## config.mk

```make
export PLATFORM = sky130hd
export DESIGN_NAME = nexthop_policy_select
export DESIGN_NICKNAME = d
export VERILOG_FILES = /design/src/rtl/nps_pkg.sv /design/src/rtl/nexthop_policy_select.sv /design/src/rtl/nps_fifo.sv /design/src/rtl/nps_front.sv /design/src/rtl/nps_back.sv
export SDC_FILE = /design/constraint.sdc
export NUM_CORES = 1
export LEC_CHECK = 0
export ABC_AREA = 1
export BUFFER_PORTS_ARGS = -buffer_cell sky130_fd_sc_hd__buf_2
export CELL_PAD_IN_SITES_DETAIL_PLACEMENT = 2
export CELL_PAD_IN_SITES_GLOBAL_PLACEMENT = 2
export CORE_MARGIN = 4
export CORE_UTILIZATION = 35
export CTS_BUF_LIST = sky130_fd_sc_hd__clkbuf_8
export DETAILED_ROUTE_END_ITERATION = 12
export PLACE_DENSITY = 0.67
export SETUP_SLACK_MARGIN = 0.3
export SLEW_MARGIN = 10
export SYNTH_ARGS = -nofsm -noshare
export SYNTH_HDL_FRONTEND = slang
export SYNTH_SLANG_ARGS = --single-unit
```

## constraint.sdc

```tcl
create_clock -name aclk -period 15.85 [get_ports aclk]
set_input_delay 0.7925 -clock aclk [delete_from_list [all_inputs] [get_ports aclk]]
set_output_delay 0.7925 -clock aclk [all_outputs]
set_load 0.02 [all_outputs]
```

## src/rtl/nps_pkg.sv

```systemverilog
`default_nettype none

package nps_pkg;

    localparam int MAX_HOPS   = 16;
    localparam int IDX_W      = $clog2(MAX_HOPS);
    localparam int CNT_W      = $clog2(MAX_HOPS + 1);
    localparam int NUM_TAGS   = 4;
    localparam int ID_W       = 16;
    localparam int PRIO_W     = 16;
    localparam int RULE_W     = 3;
    localparam int CFG_IDX_W  = 8;
    localparam int FIFO_DEPTH = 4;
    localparam int FPTR_W     = $clog2(FIFO_DEPTH);
    localparam int FCNT_W     = $clog2(FIFO_DEPTH + 1);
    localparam int NARROW_STEPS = 7;
    localparam int STEP_W     = $clog2(NARROW_STEPS);
    localparam int S_DATA_W   = 56;
    localparam int M_DATA_W   = 16;

    // tag positions, also the register index of each tag rule
    localparam int TAG_WIRED    = 0;
    localparam int TAG_WIFI     = 1;
    localparam int TAG_CELLULAR = 2;
    localparam int TAG_TRUSTED  = 3;

    typedef logic [RULE_W-1:0] rule_t;
    typedef rule_t [NUM_TAGS-1:0] rules_t;

    localparam rule_t RULE_NEUTRAL  = 3'd0;
    localparam rule_t RULE_REQUIRE  = 3'd1;
    localparam rule_t RULE_PREFER   = 3'd2;
    localparam rule_t RULE_AVOID    = 3'd3;
    localparam rule_t RULE_PROHIBIT = 3'd4;

    localparam logic MODE_FORWARD   = 1'b0;
    localparam logic MODE_ADVERTISE = 1'b1;

    // one classified candidate as it travels from front to back
    typedef struct packed {
        logic [ID_W-1:0]     id;
        logic [NUM_TAGS-1:0] tags;
        logic [PRIO_W-1:0]   prio;
        logic                local_win;
        logic                eligible;
        logic                last;
    } hop_rec_t;

    typedef enum logic [2:0] {
        ST_LOAD,
        ST_PICK,
        ST_NARROW,
        ST_SCAN,
        ST_FILTER,
        ST_EMIT
    } back_state_t;

endpackage

`default_nettype wire

```

## src/rtl/nexthop_policy_select.sv

```systemverilog
// Policy-driven next hop selection.
// Candidate hops arrive on the s_ stream, one beat per hop; s_tlast marks the
// final candidate of a set, whose mode and ingress come from its first beat.
// Tag rules are written on the cfg_ channel (index 0 wired, 1 wifi,
// 2 cellular, 3 trusted); the user must write them only while the block
// is idle, as the block itself does not enforce it.
// The selected hop ids leave on the m_ stream in load order, m_tuser high,
// m_tlast on the final one; a set with nothing selected gives one beat with
// m_tuser low and m_tlast high.
// Candidates enter the four-entry queue one per cycle while it has room and
// are stored one per cycle while the back end loads; after the last is
// stored the single back-end sequencer goes straight to emit when local hops
// win or nothing is eligible, else through narrowing steps, a priority scan
// and a filter, and results leave one per cycle while m_tready is high. Up
// to four candidates of the next set queue up meanwhile before s_tready drops.
// A stalled m_tready holds the output beat and the emit state; the queue
// keeps accepting until full. Reset clears the rules, the queue, the store
// count and the output valid.
`default_nettype none

module nexthop_policy_select (
    input  wire logic                            aclk,
    input  wire logic                            aresetn,
    input  wire logic                            s_tvalid,
    output logic                                 s_tready,
    // ingress_id, hop_id, hop_present, hop_up, hop_local, tag_wired, tag_wifi,
    // tag_cellular, tag_trusted, hop_priority, zero pad
    input  wire logic [nps_pkg::S_DATA_W-1:0]    s_tdata,
    // mode
    input  wire logic                            s_tuser,
    input  wire logic                            s_tlast,
    output logic                                 m_tvalid,
    input  wire logic                            m_tready,
    // sel_id
    output logic [nps_pkg::M_DATA_W-1:0]         m_tdata,
    // sel_valid
    output logic                                 m_tuser,
    output logic                                 m_tlast,
    input  wire logic                            cfg_valid,
    output logic                                 cfg_ready,
    input  wire logic [nps_pkg::CFG_IDX_W-1:0]   cfg_index,
    input  wire logic [nps_pkg::RULE_W-1:0]      cfg_data
);
    import nps_pkg::*;

    rules_t   rules_reg, rules_next;
    hop_rec_t q_din, q_dout;
    logic     q_push, q_full, q_pop, q_empty;

    assign cfg_ready = 1'b1;

    always_comb begin
        rules_next = rules_reg;
        if (cfg_valid && cfg_ready && cfg_index < CFG_IDX_W'(NUM_TAGS)) begin
            rules_next[cfg_index[1:0]] = cfg_data;
        end
    end

    always_ff @(posedge aclk) begin
        if (!aresetn) begin
            rules_reg <= {NUM_TAGS{RULE_NEUTRAL}};
        end else begin
            rules_reg <= rules_next;
        end
    end

    nps_front u_front (
        .aclk     (aclk),
        .aresetn  (aresetn),
        .rules    (rules_reg),
        .s_tvalid (s_tvalid),
        .s_tready (s_tready),
        .s_tdata  (s_tdata),
        .s_tuser  (s_tuser),
        .s_tlast  (s_tlast),
        .q_push   (q_push),
        .q_din    (q_din),
        .q_full   (q_full)
    );

    nps_fifo u_fifo (
        .aclk    (aclk),
        .aresetn (aresetn),
        .push    (q_push),
        .din     (q_din),
        .full    (q_full),
        .pop     (q_pop),
        .dout    (q_dout),
        .empty   (q_empty)
    );

    nps_back u_back (
        .aclk     (aclk),
        .aresetn  (aresetn),
        .rules    (rules_reg),
        .q_dout   (q_dout),
        .q_empty  (q_empty),
        .q_pop    (q_pop),
        .m_tvalid (m_tvalid),
        .m_tready (m_tready),
        .m_tdata  (m_tdata),
        .m_tuser  (m_tuser),
        .m_tlast  (m_tlast)
    );

endmodule

`default_nettype wire

```

## src/rtl/nps_fifo.sv

```systemverilog
`default_nettype none

module nps_fifo (
    input  wire logic              aclk,
    input  wire logic              aresetn,
    input  wire logic              push,
    input  wire nps_pkg::hop_rec_t din,
    output logic                   full,
    input  wire logic              pop,
    output nps_pkg::hop_rec_t      dout,
    output logic                   empty
);
    import nps_pkg::*;

    hop_rec_t            mem_reg [FIFO_DEPTH];
    logic [FPTR_W-1:0]   wr_ptr_reg, wr_ptr_next;
    logic [FPTR_W-1:0]   rd_ptr_reg, rd_ptr_next;
    logic [FCNT_W-1:0]   cnt_reg, cnt_next;
    logic                do_push, do_pop;

    assign full    = (cnt_reg == FCNT_W'(FIFO_DEPTH));
    assign empty   = (cnt_reg == '0);
    assign do_push = push && !full;
    assign do_pop  = pop && !empty;
    assign dout    = mem_reg[rd_ptr_reg];

    always_comb begin
        wr_ptr_next = wr_ptr_reg;
        rd_ptr_next = rd_ptr_reg;
        cnt_next    = cnt_reg;
        if (do_push) begin
            wr_ptr_next = (wr_ptr_reg == FPTR_W'(FIFO_DEPTH - 1)) ? '0 : wr_ptr_reg + 1'b1;
        end
        if (do_pop) begin
            rd_ptr_next = (rd_ptr_reg == FPTR_W'(FIFO_DEPTH - 1)) ? '0 : rd_ptr_reg + 1'b1;
        end
        if (do_push && !do_pop) begin
            cnt_next = cnt_reg + 1'b1;
        end else if (!do_push && do_pop) begin
            cnt_next = cnt_reg - 1'b1;
        end
    end

    always_ff @(posedge aclk) begin
        if (!aresetn) begin
            wr_ptr_reg <= '0;
            rd_ptr_reg <= '0;
            cnt_reg    <= '0;
        end else begin
            wr_ptr_reg <= wr_ptr_next;
            rd_ptr_reg <= rd_ptr_next;
            cnt_reg    <= cnt_next;
        end
    end

    always_ff @(posedge aclk) begin
        if (do_push) begin
            mem_reg[wr_ptr_reg] <= din;
        end
    end

endmodule

`default_nettype wire

```

## src/rtl/nps_front.sv

```systemverilog
`default_nettype none

module nps_front (
    input  wire logic                           aclk,
    input  wire logic                           aresetn,
    input  wire nps_pkg::rules_t                rules,
    input  wire logic                           s_tvalid,
    output logic                                s_tready,
    // ingress_id, hop_id, hop_present, hop_up, hop_local, tag_wired, tag_wifi,
    // tag_cellular, tag_trusted, hop_priority, zero pad
    input  wire logic [nps_pkg::S_DATA_W-1:0]   s_tdata,
    // mode
    input  wire logic                           s_tuser,
    input  wire logic                           s_tlast,
    output logic                                q_push,
    output nps_pkg::hop_rec_t                   q_din,
    input  wire logic                           q_full
);
    import nps_pkg::*;

    logic              open_reg, open_next;
    logic              mode_reg, mode_next;
    logic [ID_W-1:0]   ingress_reg, ingress_next;

    logic              beat;
    logic              mode_eff, fwd, not_ingress, present, up, is_local, tag_ok;
    logic [ID_W-1:0]   ingress_eff, hop_id;
    logic [NUM_TAGS-1:0] tags;

    assign s_tready = !q_full;
    assign beat     = s_tvalid && s_tready;

    assign hop_id   = s_tdata[31:16];
    assign present  = s_tdata[32];
    assign up       = s_tdata[33];
    assign is_local = s_tdata[34];
    assign tags     = s_tdata[38:35];

    // mode and ingress come from the first beat of a set
    assign mode_eff    = open_reg ? mode_reg : s_tuser;
    assign ingress_eff = open_reg ? ingress_reg : s_tdata[15:0];
    assign fwd         = (mode_eff == MODE_FORWARD);
    assign not_ingress = (hop_id != ingress_eff);

    always_comb begin
        tag_ok = 1'b1;
        for (int t = 0; t < NUM_TAGS; t++) begin
            if (rules[t] == RULE_REQUIRE && !tags[t]) tag_ok = 1'b0;
            if (rules[t] == RULE_PROHIBIT && tags[t]) tag_ok = 1'b0;
        end
    end

    always_comb begin
        q_din.id        = hop_id;
        q_din.tags      = tags;
        q_din.prio      = s_tdata[54:39];
        q_din.local_win = fwd && is_local && present && up && not_ingress;
        q_din.eligible  = present && up && (fwd ? not_ingress : !is_local) && tag_ok;
        q_din.last      = s_tlast;
    end

    assign q_push = beat;

    always_comb begin
        open_next    = open_reg;
        mode_next    = mode_reg;
        ingress_next = ingress_reg;
        if (beat) begin
            open_next    = !s_tlast;
            mode_next    = mode_eff;
            ingress_next = ingress_eff;
        end
    end

    always_ff @(posedge aclk) begin
        if (!aresetn) begin
            open_reg    <= 1'b0;
            mode_reg    <= 1'b0;
            ingress_reg <= '0;
        end else begin
            open_reg    <= open_next;
            mode_reg    <= mode_next;
            ingress_reg <= ingress_next;
        end
    end

endmodule

`default_nettype wire

```

## src/rtl/nps_back.sv

```systemverilog
`default_nettype none

module nps_back (
    input  wire logic                           aclk,
    input  wire logic                           aresetn,
    input  wire nps_pkg::rules_t                rules,
    input  wire nps_pkg::hop_rec_t              q_dout,
    input  wire logic                           q_empty,
    output logic                                q_pop,
    output logic                                m_tvalid,
    input  wire logic                           m_tready,
    // sel_id
    output logic [nps_pkg::M_DATA_W-1:0]        m_tdata,
    // sel_valid
    output logic                                m_tuser,
    output logic                                m_tlast
);
    import nps_pkg::*;

    back_state_t         state_reg, state_next;

    logic [ID_W-1:0]     id_reg   [MAX_HOPS];
    logic [NUM_TAGS-1:0] tag_reg  [MAX_HOPS];
    logic [PRIO_W-1:0]   prio_reg [MAX_HOPS];
    logic [MAX_HOPS-1:0] lw_reg;
    logic [MAX_HOPS-1:0] ok_reg;
    logic [MAX_HOPS-1:0] vld_reg, vld_next;
    logic [CNT_W-1:0]    cnt_reg, cnt_next;

    logic [MAX_HOPS-1:0] sel_reg, sel_next;
    logic [STEP_W-1:0]   step_reg, step_next;
    logic [IDX_W-1:0]    idx_reg, idx_next;
    logic [PRIO_W-1:0]   maxp_reg, maxp_next;

    logic                m_tvalid_reg, m_tvalid_next;
    logic [ID_W-1:0]     m_id_reg, m_id_next;
    logic                m_sv_reg, m_sv_next;
    logic                m_last_reg, m_last_next;

    logic                dup, store_en, out_ld, emit_fire, emit_done;
    logic [MAX_HOPS-1:0] tagm [NUM_TAGS];
    logic [MAX_HOPS-1:0] keep, narrowed, lw_mask, ok_mask, first_oh, prio_hit;
    logic [IDX_W-1:0]    first_idx;
    logic [1:0]          tsel;

    assign m_tvalid = m_tvalid_reg;
    assign m_tdata  = m_id_reg;
    assign m_tuser  = m_sv_reg;
    assign m_tlast  = m_last_reg;

    assign out_ld    = !m_tvalid_reg || m_tready;
    assign q_pop     = (state_reg == ST_LOAD) && !q_empty;
    assign emit_fire = (state_reg == ST_EMIT) && out_ld;

    always_comb begin
        dup = 1'b0;
        for (int i = 0; i < MAX_HOPS; i++) begin
            if (vld_reg[i] && id_reg[i] == q_dout.id) dup = 1'b1;
        end
    end

    assign store_en = q_pop && !dup && (cnt_reg < CNT_W'(MAX_HOPS));

    always_comb begin
        for (int t = 0; t < NUM_TAGS; t++) begin
            for (int i = 0; i < MAX_HOPS; i++) begin
                tagm[t][i] = tag_reg[i][t];
            end
        end
        for (int i = 0; i < MAX_HOPS; i++) begin
            prio_hit[i] = (prio_reg[i] == maxp_reg);
        end
    end

    assign lw_mask = lw_reg & vld_reg;
    assign ok_mask = ok_reg & vld_reg;

    // narrowing sequence: trusted, avoid per tag, prefer per tag, the last two for wired, wifi and cellular only
    always_comb begin
        keep = '1;
        tsel = 2'(TAG_WIRED);
        if (step_reg == '0) begin
            if (rules[TAG_TRUSTED] == RULE_REQUIRE || rules[TAG_TRUSTED] == RULE_PREFER) begin
                keep = tagm[TAG_TRUSTED];
            end else begin
                keep = ~tagm[TAG_TRUSTED];
            end
        end else if (step_reg < STEP_W'(4)) begin
            tsel = 2'(step_reg - STEP_W'(1));
            if (rules[tsel] == RULE_AVOID) keep = ~tagm[tsel];
        end else begin
            tsel = 2'(step_reg - STEP_W'(4));
            if (rules[tsel] == RULE_PREFER) keep = tagm[tsel];
        end
        narrowed = ((sel_reg & keep) != '0) ? (sel_reg & keep) : sel_reg;
    end

    always_comb begin
        first_idx = '0;
        for (int i = MAX_HOPS - 1; i >= 0; i--) begin
            if (sel_reg[i]) first_idx = IDX_W'(i);
        end
        first_oh = '0;
        first_oh[first_idx] = sel_reg[first_idx];
    end

    assign emit_done = ((sel_reg & ~first_oh) == '0);

    always_comb begin
        state_next = state_reg;
        unique case (state_reg)
            ST_LOAD: begin
                if (q_pop && q_dout.last) state_next = ST_PICK;
            end
            ST_PICK: begin
                if (lw_mask != '0 || ok_mask == '0) begin
                    state_next = ST_EMIT;
                end else begin
                    state_next = ST_NARROW;
                end
            end
            ST_NARROW: begin
                if (step_reg == STEP_W'(NARROW_STEPS - 1)) state_next = ST_SCAN;
            end
            ST_SCAN: begin
                if (idx_reg == IDX_W'(MAX_HOPS - 1)) state_next = ST_FILTER;
            end
            ST_FILTER: begin
                state_next = ST_EMIT;
            end
            ST_EMIT: begin
                if (out_ld && emit_done) state_next = ST_LOAD;
            end
            default: state_next = ST_LOAD;
        endcase
    end

    always_comb begin
        sel_next  = sel_reg;
        step_next = step_reg;
        idx_next  = idx_reg;
        maxp_next = maxp_reg;
        vld_next  = vld_reg;
        cnt_next  = cnt_reg;
        unique case (state_reg)
            ST_LOAD: begin
                if (store_en) begin
                    vld_next[cnt_reg[IDX_W-1:0]] = 1'b1;
                    cnt_next = cnt_reg + 1'b1;
                end
            end
            ST_PICK: begin
                sel_next  = (lw_mask != '0) ? lw_mask : ok_mask;
                step_next = '0;
            end
            ST_NARROW: begin
                sel_next  = narrowed;
                step_next = step_reg + 1'b1;
                idx_next  = '0;
                maxp_next = '0;
            end
            ST_SCAN: begin
                if (sel_reg[idx_reg] && prio_reg[idx_reg] > maxp_reg) begin
                    maxp_next = prio_reg[idx_reg];
                end
                idx_next = idx_reg + 1'b1;
            end
            ST_FILTER: begin
                sel_next = sel_reg & prio_hit;
            end
            ST_EMIT: begin
                if (out_ld) begin
                    sel_next = sel_reg & ~first_oh;
                    if (emit_done) begin
                        vld_next = '0;
                        cnt_next = '0;
                    end
                end
            end
            default: ;
        endcase
    end

    always_comb begin
        m_tvalid_next = m_tvalid_reg;
        m_id_next     = m_id_reg;
        m_sv_next     = m_sv_reg;
        m_last_next   = m_last_reg;
        if (out_ld) begin
            m_tvalid_next = emit_fire;
        end
        if (emit_fire) begin
            if (sel_reg == '0) begin
                m_id_next = '0;
                m_sv_next = 1'b0;
            end else begin
                m_id_next = id_reg[first_idx];
                m_sv_next = 1'b1;
            end
            m_last_next = emit_done;
        end
    end

    always_ff @(posedge aclk) begin
        if (!aresetn) begin
            state_reg    <= ST_LOAD;
            vld_reg      <= '0;
            cnt_reg      <= '0;
            m_tvalid_reg <= 1'b0;
        end else begin
            state_reg    <= state_next;
            vld_reg      <= vld_next;
            cnt_reg      <= cnt_next;
            m_tvalid_reg <= m_tvalid_next;
        end
    end

    always_ff @(posedge aclk) begin
        sel_reg    <= sel_next;
        step_reg   <= step_next;
        idx_reg    <= idx_next;
        maxp_reg   <= maxp_next;
        m_id_reg   <= m_id_next;
        m_sv_reg   <= m_sv_next;
        m_last_reg <= m_last_next;
        if (store_en) begin
            id_reg[cnt_reg[IDX_W-1:0]]   <= q_dout.id;
            tag_reg[cnt_reg[IDX_W-1:0]]  <= q_dout.tags;
            prio_reg[cnt_reg[IDX_W-1:0]] <= q_dout.prio;
            lw_reg[cnt_reg[IDX_W-1:0]]   <= q_dout.local_win;
            ok_reg[cnt_reg[IDX_W-1:0]]   <= q_dout.eligible;
        end
    end

endmodule

`default_nettype wire
```

## After elaboration in Yosys (flattened, before gate mapping)

Memory sizes are Yosys's and may differ from the RTL's. A register that Yosys moved wholly into a read port is not among the register bits.
Index checks and enable logic that the tools add are counted.
W data, S select, Z words.

| cells by class | value |
|---|---|
| muxes and demuxes | 105 |
| eq/ne operators | 63 |
| add/subtract/negate cells | 9 |
| reductions and logical operators | 79 |
| order comparisons | 15 |
| bitwise logic cells | 13 |

Operator list:

| kind | count |
|---|---|
| $eq A16 B16 Y1 | 32 |
| $mux W16 | 17 |
| $and A16 B16 Y16 | 6 |
| $mux W4 | 17 |
| $bmux W16 S2 | 2 |
| $pmux W16 S2 | 2 |
| $pmux W16 S4 | 1 |
| $logic_not A16 Y1 | 3 |
| $not A16 Y16 | 3 |
| $logic_and A1 B1 Y1 | 47 |
| $mux W1 | 35 |
| $bwmux W16 | 2 |
| $reduce_bool A16 Y1 | 2 |
| $mux W3 | 10 |
| $eq A3 B3 Y1 const B | 8 |
| $pmux W3 S6 | 1 |
| $gt A16 B16 Y1 | 1 |
| $ne A16 B16 Y1 | 1 |
| $or A16 B16 Y16 | 1 |
| $eq A3 B1 Y1 const B | 5 |
| $eq A3 B2 Y1 const B | 5 |
| $lt A4 B5 Y1 const B | 3 |
| $mux W5 | 3 |
| $ne A2 B1 Y1 const B | 7 |
| 35 further kinds | 70 |

| storage, ports and cells | value |
|---|---|
| register bits after elaboration | 135 |
| RAM bits | 732 |
| memories kept | 4 |
| output and inout port bits | 21 |
| input bits | 74 |
| word-level logic and storage cells | 310 |

Memory list:

| name | words | bits a word | read ports | clocked after memory_dff | wr ports | line | source |
|---|---|---|---|---|---|---|---|
| u_back.id_reg | 16 | 16 | 17 | 1 | 1 | nps_back.sv:22 | `logic [ID_W-1:0] id_reg [MAX_HOPS];` |
| u_back.prio_reg | 16 | 16 | 17 | 1 | 1 | nps_back.sv:24 | `logic [PRIO_W-1:0] prio_reg [MAX_HOPS];` |
| u_fifo.mem_reg | 4 | 39 | 1 | 1 | 1 | nps_fifo.sv:15 | `hop_rec_t mem_reg [FIFO_DEPTH];` |
| u_back.tag_reg | 16 | 4 | 16 | 0 | 1 | nps_back.sv:23 | `logic [NUM_TAGS-1:0] tag_reg [MAX_HOPS];` |

## Longest topological paths before layout

Gate-level depths: netlist (run 1).

| logic depth | value |
|---|---|
| depth after elaboration | 27 |
| depth in mapped cells | 26 |
| depth with buffers taken out | 26 |

## Modules after synthesis

Synthesis (run 1) repeated with hierarchy kept, for this count alone.

| second synthesis, totals | value |
|---|---|
| cell total of the unflattened synthesis | 4,362 |
| area total of the unflattened synthesis | 43,953.4 sq um |

By module, submodules not included:

| module | cells each | instances | sequential area each (sq um) | area an instance (sq um) |
|---|---|---|---|---|
| nps_back | 3,567 | 1 | 20,549.7 | 35,490.3 |
| nps_fifo | 450 | 1 | 4,864.7 | 6,287.3 |
| nps_front | 264 | 1 | 360.3 | 1,607.8 |
| nexthop_policy_select | 81 | 1 | 240.2 | 568.0 |

## Least setup slack after synthesis (run 1)

OpenSTA, ideal clock, no wires.

| timing | value |
|---|---|
| path kind | reg2reg |
| start point | register with a tool-made name |
| end point | memory u_back.id_reg[0][0] (enable) |
| data required time | 15.369 ns |
| arrival | 4.720 ns |
| setup slack | 10.649 ns |
| buffers on the path | 3 |
| setup time | 0.481 ns |
| clock period less this slack | 5.201 ns |
| cell stages (with the launch flop) | 20 |
| cell sequence | dfxtp_1 > buf_6 > inv_6 > buf_6 > nand2_1 > nand3_2 > nand2_4 > inv_1 > o21ai_1 > nor2_1 > nand2_1 > nor2_1 > nand3_1 > nand2_1 > nor2_1 > nand3_1 > nor2_2 > clkinv_1 > buf_2 > nor3_1 |

RTL lines:

| what | line |
|---|---|
| end: declaration | nps_back.sv:22 |

## Worst setup path in the final report (run 1)

| timing | value |
|---|---|
| start point | register u_back.step_reg[0] |
| end point | register u_back.sel_reg[9] (enable) |

| between the ends | value |
|---|---|
| longest elaborated chain between the ends | 13 |
| elaborated cells between the ends (all ways) | 27 |
| those cells by class | 2 x add/sub; 1 x order compare; 3 x eq/ne; 14 x mux; 4 x bitwise; 3 x reduce/logical |

RTL lines:

| what | line | source |
|---|---|---|
| start: declaration | nps_back.sv:31 | `logic [STEP_W-1:0] step_reg, step_next;` |
| start signal: assignment | nps_back.sv:220 | `step_reg <= step_next;` |
| $sub A2 B1 Y2 | nps_back.sv:89 | `tsel = 2'(step_reg - STEP_W'(1));` |
| $not A2 Y3 (not written as such) | nps_back.sv:90 | `if (rules[tsel] == RULE_AVOID) keep = ~tagm[tsel];` |
| $bmux W16 S2 | nps_back.sv:90 |  |
| $mux W16 (not written as such) (2 in series) | nps_back.sv:90 |  |
| $not A16 Y16 | nps_back.sv:90 |  |
| $mux W16 | nps_back.sv:90 |  |
| $mux W16 | nps_back.sv:88 | `end else if (step_reg < STEP_W'(4)) begin` |
| $mux W16 (*) | nps_back.sv:82 | `if (step_reg == '0) begin` |
| $and A16 B16 Y16 (*) | nps_back.sv:95 | `narrowed = ((sel_reg & keep) != '0) ? (sel_reg & keep) : sel_reg;` |
| $reduce_bool A16 Y1 (*) | nps_back.sv:95 |  |
| $ne A2 B1 Y1 (no line) (*) | n/a |  |
| $reduce_and A3 Y1 (no line) (*) | n/a |  |
| end signal: assignment | nps_back.sv:219 | `sel_reg <= sel_next;` |
| end: declaration | nps_back.sv:30 | `logic [MAX_HOPS-1:0] sel_reg, sel_next;` |

Mark *: on every way between the ends. The rest lies on a longest branch, timed or not. The select of a mux whose other input is x is not followed.
A chain may end at the register's enable or synchronous reset.

==> results of run 1 <==
logic make-up after synthesis:
group / after synthesis
and+or+nand+nor: 1436
AOI/OAI and AO/OA: 1148
DFF: 889
buffers and inverters: 611
xor gates and xnor gates: 186
adders and majority gates: 31
muxes: 16
other: 1
power breakdown:
group	internal, mW	switching [mW]
Combinational	1.01	3.36
Sequential	3.22	0.207
Clock	1.07	1.07
Total	5.30	4.63
repair_timing:
item,4_1_cts,5_1_grt
hold endpoints to repair,11,0
hold buffers,4,0
setup endpoints to repair,0,0
worst paths after layout:
kind | depth (start not counted) | endpoint | startpoint
min | 1 | u_fifo.mem_reg[0][8] | s_tdata[44]
max reg2reg | 17 | u_back.sel_reg[9] | u_back.step_reg[0]
min reg2reg | 2 | u_back.cnt_reg[4] | u_back.cnt_reg[4]
max | 17 | u_back.sel_reg[9] | u_back.step_reg[0]
cells in the final DEF, fill, tap and decap left out, drive strengths merged, types with 16 or more instances in the layout:
master	synthesis	layout
a211oi	31	31
a21oi	250	250
a221oi	25	25
a31oi	29	29
buf	69	207
clkbuf	169	181
clkinv	18	71
dfxtp	68	68
edfxtp	821	821
ha	30	30
inv	355	416
mux2i	16	16
nand2	679	679
nand3	167	167
nand4	68	68
nor2	399	399
nor3	57	57
nor4	30	30
o2111ai	51	51
o211ai	42	42
o21ai	451	451
o221ai	45	45
o22ai	191	191
or2	23	23
xnor2	68	68
xor2	118	118
per-layer routing:
metal	up-vias	global-route usage	part of all wire
li1	15800	-	-
met5	-	0	0
met4	0	0.0746	0.023
met2	1342	0.449	0.47
met1	18800	0.382	0.45
met3	261	0.0438	0.065
worst max-delay path: cells and delay by family, from the launching register on:
| kind | cells | cell delay (ns) |
|---|---|---|
| adder cells (fa/ha/maj) | 1 | 0.37 |
| flip-flops | 1 | 0.33 |
| AND/OR/NAND/NOR | 8 | 1.48 |
| AO/OA/AOI/OAI | 3 | 1.34 |
| buffers and inverters | 5 | 1.96 |
synthesized netlist by cell type, drive strengths merged (2+ instances only):
cell type / n / area share
clkbuf: 169 / 0.015
a21oi: 250 / 0.029
nor3b: 4 / 0.00069
nor3: 57 / 0.0065
xnor2: 68 / 0.014
nand2: 679 / 0.060
nand3b: 4 / 0.00069
nor4: 30 / 0.0044
o211ai: 42 / 0.0072
o21bai: 5 / 0.00086
a221oi: 25 / 0.0050
a31oi: 29 / 0.0042
and3: 2 / 0.00029
clkinv: 18 / 0.0015
a22o: 2 / 0.00040
o41ai: 2 / 0.00040
edfxtp: 821 / 0.56
o21a: 2 / 0.00034
xor2: 118 / 0.024
a211oi: 31 / 0.0053
o221ai: 45 / 0.0090
ha: 30 / 0.0086
o21ai: 451 / 0.052
dfxtp: 68 / 0.031
or2: 23 / 0.0033
mux2i: 16 / 0.0037
o2111ai: 51 / 0.010
nor2: 399 / 0.035
o31ai: 7 / 0.0012
and2: 2 / 0.00029
buf: 69 / 0.011
a211o: 3 / 0.00060
a221o: 2 / 0.00046
nand4: 68 / 0.0099
o22ai: 191 / 0.027
nand3: 167 / 0.020
a2111oi: 6 / 0.0012
inv: 355 / 0.031
per-stage QoR:
step	total power, mW	setup slack (ns)	util	hold WS, ns	instances
final	9.93	9.90	0.398	0.0991	6231
after global routing	10.4	9.30	0.398	0.0448	6229
after CTS	9.93	9.95	0.397	0.00183	6228
after detailed placement	7.76	9.96	0.372	0.465	5924
after global placement	7.65	10.12	0.372	0.450	5924
after floorplan	5.81	10.65	-	0.428	4318
area by class of cell:
type	instances	area (um2)	area share
clock buffers	181	2490	0.0506
flip-flops and latches	889	26000	0.529
repair buffers	211	1360	0.0277
diodes	3	7.51	0.000153
well taps	1637	2050	0.0416
inverters	373	1410	0.0286
multi-input cells	2818	15300	0.311
clock inverters	119	574	0.0117
==> metrics, run 1 <==
core footprint 0.124 mm2; vias 36200; max_slew headroom 0.156; DRC violations left 0; antenna-violating nets left 0; FFs w/ async S/R, synth 0; Starting Density 0.353; reg-to-reg setup timing slack 9.90 ns; Root Driver clkbuf_8; drt pass-1 iters 7; crit end category register; chip height 361 um; type of origin of the critical path register; Synth warnings 0; FMAX 168 MHz; CP arrival 6.47 ns; post-DR wirelength/cell 29.3 um; Total GRT Usage 0.275; gpl congestion 0.853; CP Cell Sequence buf_4 > clkinv_1 > buf_4 > ha_1 > buf_4 > o21ai_0 > o21ai_0 > inv_1 > a31oi_1 > nor2_1 > nor2_1 > nand2_1 > nand2_1 > nor3_1 > nand3_1 > nor2_1 > nor2_2; mapped cell area 0.0437 mm2; DIE AREA 0.130 mm2; syn nets 4423; pwr dens 202 mW/mm2; Worst Clk Skew 0.0496 ns; drt total wl 183000 um; CTS tree done; 1st-iter DRT viols 3315; Via density 5.81; Slew Limit Fails 0; nets 4561; global route overflow 0; worst vdd ir 111 uV; Worst-Margin Slew 1.27 ns; Max-Cap Viols 0; RSZ-0062 raised after global routing false; post-route cell area 0.0492 mm2; final hold vios 0; vias in the first global route 38400; CTS Sinks 889; Min-Delay Path Class in2reg; Worst EP required 16.37 ns; Worst-path clk slew 0.06 ns; initial antenna violation count 6; cts repair resizes 0; Crit Path Category reg2reg; Compound-Gate Fraction of Synth Area 0.155; number of buffers created by CTS 163; Slowest cell on crit path o21ai_0; postcts setup bufs 0; Die X 361 um; largest net degree at the start of global routing 79; Yosys reg bits 889; min cycle time layout 5.95 ns; post-synthesis xor/xnor area fraction 0.0373; Avg Synthesized Cell Area 10.1 um2; I/O Buffers 92; Final HPWL DP 124000 um; Row Count 129; global-route wire length before repair 266000 um; setup TNS 0 ns; number of synthesized flops with an enable pin 821; Synth Instances 4318; Synth Area in Adders 0.00905; clock buffer depth 3; worst-path fanout max 47; status finished, final reports clean; slowest stage delay, CP 0.89 ns; Area Overhead vs Synth 12.7%; leakage 17.7 nW; largest family of logic cells by synthesized area compound AO/OA/AOI/OAI gates; sequential share of the synthesized area 0.596; # fillers 13300; Setup Viol. Count Final 0; CTS H-tree lvls 4; mux share of post-synthesis cell area 0.00367; Most used DFF post-synth edfxtp_1; instance area at placement 0.0461 mm2; clk_lat worst skew 0.92 ns; ratio of cells with drive above 1 in the final layout 0.112; Post-Synth Simple-Gate Area 0.141; I/O pin cnt 95; Period Utilization, post-route 0.376; Yosys cell types 63
(Power assumes the default switching activity.)
==> run 2, diff against run 1 <==
--- a/config.mk
+++ b/config.mk
@@ -13,7 +13,7 @@
 export CORE_UTILIZATION = 35
 export CTS_BUF_LIST = sky130_fd_sc_hd__clkbuf_8
 export DETAILED_ROUTE_END_ITERATION = 12
-export PLACE_DENSITY = 0.67
+export PLACE_DENSITY = 0.7
 export SETUP_SLACK_MARGIN = 0.3
 export SLEW_MARGIN = 10
 export SYNTH_ARGS = -nofsm -noshare
==> constraint.sdc (replaced) <==
create_clock -name aclk -period 4.8 [get_ports aclk]
set_input_delay 0.24 -clock aclk [delete_from_list [all_inputs] [get_ports aclk]]
set_output_delay 0.24 -clock aclk [all_outputs]
set_load 0.02 [all_outputs]
==> run 2 against run 1 <==
Net effect:
- worst hold slack improved by 0.011 ns
- setup slack got worse by 9.4 ns
- final cell count increased by 2.4%
- clock skew decreased by 0.0079 ns
- core utilization increased by 1.4 points
- maximum frequency increased by 38%
- total power increased to 3.4 times the previous value
- clock power increased to 3.5 times the previous value
- sequential power increased to 3.3 times the previous value
- combinational power increased to 3.6 times the previous value
- sequential cell count unchanged
- die area unchanged
==> metrics, run 2 (synthesis results as in run 1) <==
status finished, final reports clean; Post-Layout Cell Count 6380 (+2.4%); Crit Path Category reg2reg; min cycle time layout 4.31 ns (-1.64 ns); most common cell after layout, fill and taps aside edfxtp_1; Worst-Margin Slew 1.22 ns (-0.0446 ns); clock buffer depth 3 (unchanged); leakage 18.4 nW (+4.5%); met2 usage 0.462 (+0.0126); Worst Reg2Reg Path Length in Cells 18 (+1); Via density 5.87 (+1.0%); global-route wire length before repair 275000 um (+3.5%); number of buffers created by CTS 162 (-0.61%); Slew Limit Fails 0 (unchanged); gpl congestion 0.899 (+5.4%); core footprint 0.124 mm2 (unchanged); worst vdd ir 447 uV (+300%); I/O Buffers 92 (unchanged); Final HPWL DP 131000 um (+5.8%); CTS Sinks 889 (unchanged); vias 37500 (+3.4%); Placed Cells incl. Taps 5998 (+1.2%); GRT busiest layer met2; most frequent cells in the layout edfxtp_1 (821), nand2_1 (658), o21ai_0 (437); chip height 361 um (unchanged); ratio of cells with drive above 1 in the final layout 0.129 (+0.0164); Total GRT Usage 0.285 (+0.0101); Period Utilization, post-route 0.898 (+0.522); worst-path fanout max 33 (-30%); Worst Hold Depth 2 (+1); crit end category register; initial antenna violation count 5 (-1); Area Overhead vs Synth 16.6%; drt total wl 190000 um (+4.1%); CTS H-tree lvls 4 (unchanged); largest net degree at the start of global routing 99 (+25%); Slowest cell on crit path clkinvlp_4; Worst EP required 5.33 ns (-11.04 ns); M3 GR Usage 0.0482 (+0.00439); Comb pwr share 0.455 (+0.015); CP top delay family simple AND/OR/NAND/NOR gates; pwr dens 673 mW/mm2 (+230%); met1 Resource Use GR 0.393 (+0.0105); most used cell, CP nand2_1; RSZ-0062 raised after global routing false; global route overflow 0 (unchanged); multi-input logic area 0.0153 mm2 (about the same); switching power 15.8 mW (+240%); antenna-violating nets left 0 (unchanged); setup TNS 0 ns (unchanged); vias in the first global route 39700 (+3.4%); FMAX 232 MHz (+38%); DIE AREA 0.130 mm2 (unchanged); Row Count 129 (unchanged); CP Cell Sequence buf_4 > nand2_1 > nand3_1 > nand2_2 > clkinvlp_4 > nand2_1 > a21oi_1 > nand2_1 > nor2_1 > nand3_1 > nand2_1 > nor2_1 > nand3_1 > nor2_2 > clkinv_1 > buf_4 > nor3_2 > buf_4; clk_lat worst skew 0.90 ns (-0.02 ns); # fillers 13100 (-1.2%); slowest stage delay, CP 0.54 ns (-0.35 ns); I/O pin cnt 95 (unchanged); Setup Viol. Count Final 0 (unchanged); CP arrival 4.84 ns (-1.63 ns); Worst Clk Skew 0.0417 ns (-0.00789 ns); FF/Latch Area 0.0260 mm2 (about the same); post-DR wirelength/cell 29.8 um (+1.7%); Worst-path clk slew 0.06 ns (about the same); Switching Fraction 0.462 (-0.00464); nets 4713 (+3.3%); Flop pwr share 0.330 (-0.015); Int Power 18.4 mW (+250%); drt pass-1 iters 6 (-1); Die X 361 um (unchanged); max_slew headroom 0.185 (+0.0297); DRC violations left 0 (unchanged); Min-Delay Path Class in2reg; Power Total 34.2 mW (+240%); Starting Density 0.353 (unchanged); Max-Cap Viols 0 (unchanged); CTS tree done; 1st-iter DRT viols 3940 (+19%); Root Driver clkbuf_8; final hold vios 0 (unchanged); Bufs and invs on worst path 5 (unchanged); type of origin of the critical path register; clock group share of total power 0.215 (about the same); final core occ 0.411 (+0.0136); Crit path depth 18 (+1)
==> run 2: power by group through the flow <==
| stage | registers [mW] | clock network [mW] | logic, mW |
|---|---|---|---|
| floorplan | 11.1 | 0 | 8.09 |
| global placement | 11.4 | 0 | 14.6 |
| detailed placement | 11.4 | 0 | 15.0 |
| CTS | 11.3 | 7.48 | 15.2 |
| global route | 11.3 | 7.86 | 16.5 |
| finish | 11.3 | 7.37 | 15.6 |
==> run 2: path summary, 6_finish.rpt <==
kind | from | to | slack [ns]
hold / removal | s_tdata[40] | u_fifo.mem_reg[1][4] | 0.11
setup reg to reg | register | u_back.id_reg[6][12] | 0.49
setup / recovery | register | u_back.id_reg[6][12] | 0.49
hold reg to reg | u_back.cnt_reg[4] | u_back.cnt_reg[4] | 0.49
==> run 2: area by class of cell <==
cell class	count	share of cell area
inverter	373	0.0280
timing repair inverter	1	0.0000983
clock inverter	110	0.0132
sequential	889	0.511
timing repair buffer	363	0.0569
tap	1637	0.0402
clock buffer	183	0.0495
antenna	6	0.000295
multi-input combinational	2818	0.301
==> run 2: routing by layer <==
layer / up-vias / wire (um) / share of wire
met5: - / 0 / 0
met4: 0 / 5310 / 0.028
met3: 316 / 14800 / 0.078
met2: 1579 / 87900 / 0.46
met1: 19400 / 82000 / 0.43
li1: 16100 / - / -
==> run 2: worst register-to-register path, delay by kind of cell, from the launching register on <==
| family | cells | cell delay, ns |
|---|---|---|
| and+or+nand+nor | 12 | 1.87 |
| DFF | 1 | 0.34 |
| buffers and inverters | 5 | 1.57 |
| AOI/OAI and AO/OA | 1 | 0.16 |
==> run 2: what timing repair did <==
item,4_1_cts,5_1_grt
setup buffers,0,2
endpoints found under the setup margin,0,448
hold buffers,80,0
hold endpoints to repair,197,0
resized for setup,0,9
==> run 2: stage by stage <==
step	instance area (um2)	setup WS [ns]	hold slack, ns
CTS	50800	0.408	0.00875
finish	50900	0.491	0.110
detailed placement	46900	0.396	0.454
global route	50900	0.301	0.0736
global placement	46900	0.521	0.441
floorplan	43700	-0.401	0.330
